`config.mk`:
```
export PLATFORM = sky130hd
export DESIGN_NAME = safety_fault_latch
export DESIGN_NICKNAME = d
export VERILOG_FILES = /design/src/sv/sfl_pkg.sv /design/src/sv/safety_fault_latch.sv
export VERILOG_INCLUDE_DIRS = /design/src /design/src/sv
export SDC_FILE = /design/constraint.sdc
export NUM_CORES = 1
export LEC_CHECK = 0
export ABC_AREA = 1
export BUFFER_PORTS_ARGS = -buffer_cell sky130_fd_sc_hd__buf_2
export CAP_MARGIN = 25
export CORE_UTILIZATION = 30
export DETAILED_ROUTE_END_ITERATION = 8
export PLACE_DENSITY = 0.57
export SLEW_MARGIN = 20
export SYNTH_ARGS = -nofsm -noshare
export SYNTH_HDL_FRONTEND = slang
export SYNTH_SLANG_ARGS = --single-unit
```
`constraint.sdc`:
```
create_clock -name clk -period 11.26 [get_ports clk]
set_input_delay 1.689 -clock clk [delete_from_list [all_inputs] [get_ports clk]]
set_output_delay 1.689 -clock clk [all_outputs]
set_load 0.005 [all_outputs]
```
`src/sv/assert_macros.svh`:
```
// ------------------------------------------------------------------------
// assert_macros.svh
// concurrent assertion helpers, compiled out when SYNTH is defined
// ------------------------------------------------------------------------
`ifndef ASSERT_MACROS_SVH
`define ASSERT_MACROS_SVH

`ifndef SYNTH

// antecedent implies consequent on the same edge
`define ASSERT_IMPLY(lbl, clk, rst, ante, cons) \
  lbl: assert property (@(posedge clk) disable iff (rst) (ante) |-> (cons)) \
    else $error("assertion failed");

// condition holds at every edge out of reset
`define ASSERT_ALWAYS(lbl, clk, rst, cond) \
  lbl: assert property (@(posedge clk) disable iff (rst) (cond)) \
    else $error("assertion failed");

`else

`define ASSERT_IMPLY(lbl, clk, rst, ante, cons)
`define ASSERT_ALWAYS(lbl, clk, rst, cond)

`endif

`endif

```
`src/sv/sfl_pkg.sv`:
```
// ------------------------------------------------------------------------
// sfl_pkg
// shared types, register map and codes for the safety fault latch
// ------------------------------------------------------------------------
`default_nettype none

package sfl_pkg;

  // internal time arithmetic width
  localparam int TIME_BITS = 32;
  typedef logic [TIME_BITS-1:0] time_t;

  // register map, index is paddr[3:2]
  localparam logic [1:0] REG_MAX_AGE    = 2'd0;
  localparam logic [1:0] REG_NEUTRAL    = 2'd1;
  localparam logic [1:0] REG_CLEAR_HOLD = 2'd2;
  localparam logic [1:0] REG_PROFILE    = 2'd3;

  // register reset values
  localparam logic [15:0] MAX_AGE_RST    = 16'd200;
  localparam logic [9:0]  NEUTRAL_RST    = 10'd100;
  localparam logic [15:0] CLEAR_HOLD_RST = 16'd2000;

  // fixture profiles
  localparam logic [1:0] PROFILE_JOYSTICK = 2'd0;
  localparam logic [1:0] PROFILE_TOUCH    = 2'd1;
  localparam logic [1:0] PROFILE_COMBINED = 2'd2;

  // fault codes
  localparam logic [1:0] FAULT_NONE        = 2'd0;
  localparam logic [1:0] FAULT_UNAVAILABLE = 2'd1;
  localparam logic [1:0] FAULT_STALE       = 2'd2;
  localparam logic [1:0] FAULT_TOUCH       = 2'd3;

  // one captured input snapshot
  typedef struct packed {
    logic [31:0]        sequence_number;
    time_t              captured_time;
    time_t              current_time;
    logic               input_valid;
    logic               stick_present;
    logic signed [10:0] stick_x;
    logic signed [10:0] stick_y;
    logic               touch_on;
    logic               service_button;
  } snap_t;

  // magnitude of a signed permille axis value
  function automatic logic [10:0] axis_mag(input logic signed [10:0] v);
    logic [10:0] neg;
    neg = 11'(-v);
    return v[10] ? neg : v;
  endfunction

endpackage

`default_nettype wire

```
`src/sv/safety_fault_latch.sv`:
```
// ------------------------------------------------------------------------
// safety_fault_latch
// pipeline: an input beat passes the input reg, then the result reg, to the result beat
// throughput: one beat per cycle while out_ready allows, state updates as each result is formed
// reset: sync active high; config and state registers return to defaults, no fault latched
// ------------------------------------------------------------------------
`default_nettype none

`include "assert_macros.svh"

module safety_fault_latch (
  input  wire logic               clk,
  input  wire logic               rst,
  // apb config port
  input  wire logic               psel,
  input  wire logic               penable,
  input  wire logic               pwrite,
  input  wire logic [3:0]         paddr,
  input  wire logic [31:0]        pwdata,
  output logic      [31:0]        prdata,
  output logic                    pready,
  // input channel
  input  wire logic               in_valid,
  output logic                    in_ready,
  input  wire logic [31:0]        sequence_number,
  input  wire logic [31:0]        captured_time,
  input  wire logic [31:0]        current_time,
  input  wire logic               input_valid,
  input  wire logic               stick_present,
  input  wire logic signed [10:0] stick_x,
  input  wire logic signed [10:0] stick_y,
  input  wire logic               touch_on,
  input  wire logic               service_button,
  // result channel
  output logic                    out_valid,
  input  wire logic               out_ready,
  output logic      [31:0]        snap_sequence,
  output logic      [31:0]        update_time,
  output logic                    snap_fresh,
  output logic                    fault_active,
  output logic      [1:0]         fault_code,
  output logic      [15:0]        hold_progress_ms,
  output logic                    clear_event,
  output logic                    manual_request
);

  // config registers
  logic [15:0] max_input_age_ms;
  logic [9:0]  neutral_limit;
  logic [15:0] clear_hold_time_ms;
  logic [1:0]  fixture_profile;

  // latch and handshake state
  logic              fault_flag, fault_flag_next;
  logic [1:0]        fault_reason, fault_reason_next;
  logic              release_armed, release_armed_next;
  logic              press_start_valid, press_start_valid_next;
  sfl_pkg::time_t    press_start_time, press_start_time_next;
  logic [15:0]       hold_elapsed, hold_elapsed_next;
  logic              cleared;

  // input stage
  logic           s1_valid;
  sfl_pkg::snap_t snap;
  logic           out_load;
  logic           s1_fire;

  // datapath terms
  sfl_pkg::time_t age;
  logic           fresh_time;
  logic           fresh;
  logic           neutral;
  logic           demand;
  logic           combined;
  logic           safe;
  logic [1:0]     raise_code;
  sfl_pkg::time_t start_eff;
  sfl_pkg::time_t elapsed;
  logic           late;
  logic           reached;

  // apb write strobe
  logic cfg_we;

  assign pready = 1'b1;
  assign cfg_we = psel & penable & pwrite & pready;

  // config writes
  always_ff @(posedge clk) begin
    if (rst) begin
      max_input_age_ms   <= sfl_pkg::MAX_AGE_RST;
      neutral_limit      <= sfl_pkg::NEUTRAL_RST;
      clear_hold_time_ms <= sfl_pkg::CLEAR_HOLD_RST;
      fixture_profile    <= sfl_pkg::PROFILE_JOYSTICK;
    end else if (cfg_we) begin
      case (paddr[3:2])
        sfl_pkg::REG_MAX_AGE:    max_input_age_ms   <= pwdata[15:0];
        sfl_pkg::REG_NEUTRAL:    neutral_limit      <= pwdata[9:0];
        sfl_pkg::REG_CLEAR_HOLD: clear_hold_time_ms <= pwdata[15:0];
        sfl_pkg::REG_PROFILE:    fixture_profile    <= pwdata[1:0];
        default: ;
      endcase
    end
  end

  // config readback
  always_comb begin
    case (paddr[3:2])
      sfl_pkg::REG_MAX_AGE:    prdata = {16'd0, max_input_age_ms};
      sfl_pkg::REG_NEUTRAL:    prdata = {22'd0, neutral_limit};
      sfl_pkg::REG_CLEAR_HOLD: prdata = {16'd0, clear_hold_time_ms};
      sfl_pkg::REG_PROFILE:    prdata = {30'd0, fixture_profile};
      default:                 prdata = 32'd0;
    endcase
  end

  // pipeline flow control
  assign out_load = ~out_valid | out_ready;
  assign s1_fire  = s1_valid & out_load;
  assign in_ready = ~s1_valid | out_load;

  // input register
  always_ff @(posedge clk) begin
    if (rst) begin
      s1_valid <= 1'b0;
    end else if (in_ready) begin
      s1_valid <= in_valid;
    end
  end

  always_ff @(posedge clk) begin
    if (in_valid & in_ready) begin
      snap.sequence_number <= sequence_number;
      snap.captured_time   <= sfl_pkg::time_t'(captured_time);
      snap.current_time    <= sfl_pkg::time_t'(current_time);
      snap.input_valid     <= input_valid;
      snap.stick_present   <= stick_present;
      snap.stick_x         <= stick_x;
      snap.stick_y         <= stick_y;
      snap.touch_on        <= touch_on;
      snap.service_button  <= service_button;
    end
  end

  // freshness and stick checks
  assign age        = snap.current_time - snap.captured_time;
  assign fresh_time = (snap.current_time >= snap.captured_time) &&
                      (age <= sfl_pkg::time_t'(max_input_age_ms));
  assign fresh      = snap.input_valid & fresh_time;
  assign neutral    = (sfl_pkg::axis_mag(snap.stick_x) <= {1'b0, neutral_limit}) &&
                      (sfl_pkg::axis_mag(snap.stick_y) <= {1'b0, neutral_limit});
  assign combined   = (fixture_profile == sfl_pkg::PROFILE_COMBINED);
  assign demand     = (fixture_profile == sfl_pkg::PROFILE_TOUCH) ? snap.touch_on :
                      (snap.stick_present & ~neutral);
  assign safe       = combined & fresh & ~snap.touch_on & neutral;

  // fault priority: unavailable, stale, touch in combined profile
  always_comb begin
    if (!snap.input_valid) begin
      raise_code = sfl_pkg::FAULT_UNAVAILABLE;
    end else if (!fresh_time) begin
      raise_code = sfl_pkg::FAULT_STALE;
    end else if (combined && snap.touch_on) begin
      raise_code = sfl_pkg::FAULT_TOUCH;
    end else begin
      raise_code = sfl_pkg::FAULT_NONE;
    end
  end

  // hold timing against the recorded press start
  assign start_eff = press_start_valid ? press_start_time : snap.current_time;
  assign late      = snap.current_time < start_eff;
  assign elapsed   = snap.current_time - start_eff;
  assign reached   = elapsed >= sfl_pkg::time_t'(clear_hold_time_ms);

  // latch and clear handshake
  always_comb begin
    fault_flag_next        = fault_flag;
    fault_reason_next      = fault_reason;
    release_armed_next     = release_armed;
    press_start_valid_next = press_start_valid;
    press_start_time_next  = press_start_time;
    hold_elapsed_next      = hold_elapsed;
    cleared                = 1'b0;

    if (raise_code != sfl_pkg::FAULT_NONE) begin
      fault_flag_next   = 1'b1;
      fault_reason_next = raise_code;
    end

    if (fault_flag_next) begin
      if (!safe) begin
        release_armed_next     = 1'b0;
        press_start_valid_next = 1'b0;
        press_start_time_next  = '0;
        hold_elapsed_next      = '0;
      end else if (!snap.service_button) begin
        release_armed_next     = 1'b1;
        press_start_valid_next = 1'b0;
        press_start_time_next  = '0;
        hold_elapsed_next      = '0;
      end else if (release_armed) begin
        press_start_valid_next = 1'b1;
        press_start_time_next  = start_eff;
        if (late) begin
          release_armed_next     = 1'b0;
          press_start_valid_next = 1'b0;
          press_start_time_next  = '0;
          hold_elapsed_next      = '0;
        end else if (reached) begin
          fault_flag_next        = 1'b0;
          fault_reason_next      = sfl_pkg::FAULT_NONE;
          release_armed_next     = 1'b0;
          press_start_valid_next = 1'b0;
          press_start_time_next  = '0;
          hold_elapsed_next      = '0;
          cleared                = 1'b1;
        end else begin
          hold_elapsed_next = elapsed[15:0];
        end
      end
    end
  end

  // state update, one step per beat leaving the input register
  always_ff @(posedge clk) begin
    if (rst) begin
      fault_flag        <= 1'b0;
      fault_reason      <= sfl_pkg::FAULT_NONE;
      release_armed     <= 1'b0;
      press_start_valid <= 1'b0;
      press_start_time  <= '0;
      hold_elapsed      <= '0;
    end else if (s1_fire) begin
      fault_flag        <= fault_flag_next;
      fault_reason      <= fault_reason_next;
      release_armed     <= release_armed_next;
      press_start_valid <= press_start_valid_next;
      press_start_time  <= press_start_time_next;
      hold_elapsed      <= hold_elapsed_next;
    end
  end

  // result register
  always_ff @(posedge clk) begin
    if (rst) begin
      out_valid <= 1'b0;
    end else if (out_load) begin
      out_valid <= s1_valid;
    end
  end

  always_ff @(posedge clk) begin
    if (s1_fire) begin
      snap_sequence    <= snap.sequence_number;
      update_time      <= 32'(snap.current_time);
      snap_fresh       <= fresh;
      fault_active     <= fault_flag_next;
      fault_code       <= fault_reason_next;
      hold_progress_ms <= hold_elapsed_next;
      clear_event      <= cleared;
      manual_request   <= fresh & ~fault_flag_next & demand;
    end
  end

  // checks
  `ASSERT_ALWAYS(a_flag_reason, clk, rst, fault_flag == (fault_reason != sfl_pkg::FAULT_NONE))
  `ASSERT_IMPLY(a_out_code, clk, rst, out_valid, fault_active == (fault_code != sfl_pkg::FAULT_NONE))
  `ASSERT_IMPLY(a_clear_out, clk, rst, out_valid && clear_event, !fault_active && snap_fresh)
  `ASSERT_IMPLY(a_manual, clk, rst, out_valid && manual_request, snap_fresh && !fault_active)
  `ASSERT_IMPLY(a_hold_cap, clk, rst, out_valid, hold_progress_ms <= clear_hold_time_ms)

endmodule

`default_nettype wire
```
* Word-level counts from Yosys, hierarchy flattened
Cells that the tools add are included.
Word-level totals: register bits 307, latch bits 0, RAM bits 0, memory bits (read-only) 0, bits of input ports 165, output and inout bits 121, logic and storage cells 120, memories 0
Operators by class: add/subtract/negate cells 4, $mul 0, divide/modulo/power cells 0, $lt $le $gt $ge 6, eq/ne operators 6, shift-type cells 0, mux-type cells 41, bitwise gates (word level) 22, reduce and logical (&&, ||, !) cells 12
Operator list (count):
- $mux W32 | 6
- $pmux W32 S4 | 1
- $mux W16 | 6
- $sub A32 B32 Y32 | 2
- $ge A32 B16 Y1 | 1
- $ge A32 B32 Y1 | 1
- $le A32 B16 Y1 | 1
- $lt A32 B32 Y1 | 1
- $le A11 B10 Y1 | 2
- $mux W11 | 2
- $neg A11 Y11 | 2
- $mux W2 | 10
- $mux W1 | 16
- $and A1 B1 Y1 | 11
- $reduce_and A2 Y1 | 5
- $not A1 Y1 | 9
- $eq A2 B2 Y1 const B | 3
- $reduce_or A5 Y1 | 1
- $eq A2 B1 Y1 const B | 2
- $logic_and A1 B1 Y1 | 3
- $ne A3 B3 Y1 const B | 1
- $reduce_and A3 Y1 | 1
- $logic_not A2 Y1 | 1
- $or A1 B1 Y1 | 2
- $reduce_bool A2 Y1 | 1

* Logic depth before layout (Yosys ltp)
word-level depth 13, gate-level depth with buffers 31, depth with buffers taken out 29

* Least setup slack after synthesis
No wires, ideal clock.
path kind input port to flip-flop, start point input port out_ready, end point register clear_event, enable pin, library setup time 0.484 ns, data arrival time 4.544 ns, required time 10.776 ns, path slack 6.232 ns, stages on the path 5, buffers on the path 1, cell sequence inv_1 > nand2_1 > nand2_1 > inv_1 > clkbuf_1
Between the ends: cells in the longest elaborated chain, start to end 2
Ends and longest elaborated chain:
- from (decl) | RTL line safety_fault_latch.sv:36 | input wire logic out_ready,
- $or A1 B1 Y1 | RTL line safety_fault_latch.sv:118 | assign out_load = ~out_valid | out_ready;
- $and A1 B1 Y1 | RTL line safety_fault_latch.sv:119 | assign s1_fire = s1_valid & out_load;
- named net s1_fire | RTL line safety_fault_latch.sv:66 | logic s1_fire;
- to (signal assigned) | RTL line safety_fault_latch.sv:261 | clear_event <= cleared;
- to (decl) | RTL line safety_fault_latch.sv:43 | output logic clear_event,
The timed path passes the listed nets, and every way through them passes these cells. A chain may end at the register's enable or synchronous reset.

* Final worst setup path
start point register press_start_valid, end point register press_start_time[26]
Between the ends: cells in the longest elaborated chain, start to end 8, elaborated cells on any way between the ends 9, those cells by class add/sub (1); order compare (2); mux (6)
Ends and longest elaborated chain:
- from (decl) | RTL line safety_fault_latch.sv:57 | logic press_start_valid, press_start_valid_next;
- from (signal assigned) | RTL line safety_fault_latch.sv:238 | press_start_valid <= press_start_valid_next;
- $mux W32 * | RTL line safety_fault_latch.sv:171 | assign start_eff = press_start_valid ? press_start_time : snap.current_time;
- $sub A32 B32 Y32 | RTL line safety_fault_latch.sv:173 | assign elapsed = snap.current_time - start_eff;
- $ge A32 B16 Y1 | RTL line safety_fault_latch.sv:174 | assign reached = elapsed >= sfl_pkg::time_t'(clear_hold_time_ms);
- $mux W32 | RTL line safety_fault_latch.sv:210 | end else if (reached) begin
- $mux W32 * | RTL line safety_fault_latch.sv:205 | if (late) begin
- $mux W32 * | RTL line safety_fault_latch.sv:202 | end else if (release_armed) begin
- $mux W32 * | RTL line safety_fault_latch.sv:197 | end else if (!snap.service_button) begin
- $mux W32 * | RTL line safety_fault_latch.sv:192 | if (!safe) begin
- to (signal assigned) | RTL line safety_fault_latch.sv:239 | press_start_time <= press_start_time_next;
- to (decl) | RTL line safety_fault_latch.sv:58 | sfl_pkg::time_t press_start_time, press_start_time_next;
Mark *: on every way between the ends. The rest lies on a longest branch, timed or not. The select of a mux whose other input is x is not followed.

==> flow_summary.yaml <==
final_layout:
  final_util: 0.356
  fin_nets: 2868
  final_common_cell: "nand2_1"
  area_growth_syn_to_layout_pct: 17.3
  stdcell_count: 3396
  final_cell_mix: "nand2_1, inv_1, buf_2"
  final_layout_size_suffix_gt1_frac: 0.132
flow_run:
  maxCapViolCount: 0
cts:
  cts_tree: "built"
  post_cts_buffers: 0
  clockRootBuffer: "clkbuf_16"
  worstSkewPairLatency_ps: 560
  cts_hold_buf: 0
  postCtsResizedCells: 0
  cts_buffers: 38
  path_clk_slew_ps: 60
  clock-sinks: 307
  htree_levels: 2
  clock_path_buffers: 3
place:
  hpwl_microns: 40800
  gp_congestion: 0.906
  port_buffers: 250
  place_inst: 3325
grt:
  grt_pass1_vias: 14257
  grt_max_degree: 74
  grt_pass1_wl_microns: 81300
  antenna_found_initial: 6
  overflow: 0
  track_usage: 0.168
worst_hold_path:
  hold_depth: 0
  holdCritPathClass: "flip-flop to flip-flop"
  hp-start: "snap[107]"
  hold_end: "snap_sequence[17]"
worst_setup_path:
  worst_r2r_endpoint: "press_start_time[26]"
  worstRegToRegCells: 25
  critPathRequiredTime_ps: 11730
  cp.arrival_ps: 5530
  critPathCaptureType: "flip-flop"
  critPathKind: "flip-flop to flip-flop"
  r2r_slack_ps: 6200
  r2r-start: "press_start_valid"
  cp-start-kind: "flip-flop"
  path_max_fanout: 65
logic_synthesis:
  syn-cell-area_sq_um: 18300
  ys_seq_area_frac: 0.449
  synth_edf_count: 208
  avgSynthCellArea_sq_um: 7.84
  ys.flop_type: "edfxtp_1"
  synth_cell_type_count: 48
  syn_inst: 2337
  synth_top_area_cell: "edfxtp_1"
  synth_seq_cells: 307
  synth_area_leaders: "edfxtp_1, nand2_1, dfxtp_1, inv_1, ha_1"
  yosysTopAreaCellShare: 0.341
  yosysWarningCount: 0
  async_reset_ff_frac: 0
die:
  initial_core_util: 0.304
  die_w_microns: 249
  num_rows: 90
  ioPinCount: 286
  die_y_microns: 249
  coreArea_sq_um: 60400
  dieArea_sq_um: 62100
power_and_ir_drop:
  leakage_nw: 10.0
  p_per_area_nw_per_um2: 138
  vdd_drop_max_uv: 107
sta:
  rsz0062_at_grt: "no"
  final-hold-violation-count: 0
  relSlewSlack: 0.366
  finalCriticalPeriod_ps: 5060
  slew_violations: 0
  worstMarginPinSlew_ps: 951
  max_freq_ghz: 0.198
  min_period_over_period: 0.449
  worst_hold_slack_ps: 414
  setup_tns_ps: 0
  setup_viol: 0
  finalClockSkew_ps: 27.8
route:
  drc: 0
  drt_iter0_drc: 1025
  num_vias: 15430
  routed_wl_microns: 52700
  viasPerCell: 4.54
  first_pass_iters: 6
  avgRoutedWirePerCell_microns: 15.5
  ant_nets: 0
status:
  status: "finished, final reports clean"
## registers in the layout, summed over array words and instances (netlist names), 10 cells and up
signal,count
snap,122
press_start_time,32
snap_sequence,32
update_time,32
clear_hold_time_ms,16
hold_elapsed,16
hold_progress_ms,16
max_input_age_ms,16
neutral_limit,10
## routing by layer
metal	up-vias	track usage	routed length [microns]
met3	71	0.0268	2280
met4	2	0.0557	1460
li1	8045	-	-
met1	6964	0.218	24100
met5	-	0	13
met2	348	0.283	24800
## worst max-delay path by stage
stage,startpoint,end,slack [ps],cells after the start
after CTS,press_start_valid,press_start_time[26],6150,25
after global placement,press_start_valid,press_start_time[7],6160,25
after detailed placement,press_start_valid,press_start_time[26],6150,25
after floorplan,out_ready,clear_event,6230,5
after global routing,press_start_valid,press_start_time[26],5620,23
final,press_start_valid,press_start_time[26],6200,25
## cell type report
cell class | count | area, sq um
fillers | 6480 | 38900
repair buffers | 258 | 1310
well taps | 782 | 978
flip-flops and latches | 307 | 8230
clock buffers | 50 | 1020
clock inverters | 17 | 158
inverters | 432 | 1630
multi-input cells | 1546 | 8150
diodes | 4 | 10.0
## where the power goes
| part | total [mW] | internal, mW | switching (mW) |
|---|---|---|---|
| combinational | 0.514 | 0.178 | 0.336 |
| clock | 1.17 | 0.682 | 0.486 |
| sequential | 1.28 | 1.26 | 0.0281 |
## cells in the mapped netlist, types with 2 or more instances
library cell,count
a22o_1,14
o31ai_1,2
nor3_1,18
edfxtp_1,208
xnor2_1,8
clkbuf_1,32
nor2_1,135
a21o_1,2
xor2_1,35
o221ai_1,8
inv_2,9
nand4_1,68
buf_1,2
nand3_2,2
fa_1,2
inv_1,420
a21oi_1,146
clkinv_1,2
o21a_1,3
ha_1,118
nor2_2,10
dfxtp_1,99
nand3_1,98
o21bai_1,6
a211oi_1,2
or2_2,2
nand3b_1,10
buf_2,7
o211ai_1,13
buf_4,22
conb_1,2
nor2_4,4
o21ai_0,85
and3_1,3
buf_6,4
nand4_4,2
and2_1,9
nand2_1,708
o22ai_1,8
## critical path, stage by stage, from the launching register on
cell,delay [ps]
dfxtp_2,310
buf_4,440
nand2_1,80
o21ai_0,130
ha_1,200
inv_1,90
fa_1,480
nand2_1,100
nand3_1,150
nand2_1,120
nand2_1,110
xor2_1,290
ha_1,300
nand2_1,80
nor2_1,50
a211oi_1,200
nand2_1,80
nor2_1,110
nand2_1,60
nor2_1,90
nand2_1,50
nor2_1,160
nand4_1,150
nor2_4,710
nand4_1,190
a21oi_1,160
## cells by family after synthesis
group,count (synthesis),share of synthesized area
fa+ha+maj,120,0.0828
xor+xnor,43,0.0206
buf+inv,499,0.109
flops,307,0.449
simple gates,1074,0.249
compound gates,292,0.0893
other cells,2,0.000410
## stage by stage
step | power, mW | instance area [sq um] | setup slack (ps)
floorplan | 1.66 | 18400 | 6230
global route | 3.13 | 21500 | 5620
global placement | 1.82 | 20300 | 6160
detailed placement | 1.82 | 20300 | 6150
CTS | 3.01 | 21500 | 6150
finish | 2.97 | 21500 | 6200
Power figures use the tool's default switching activity.
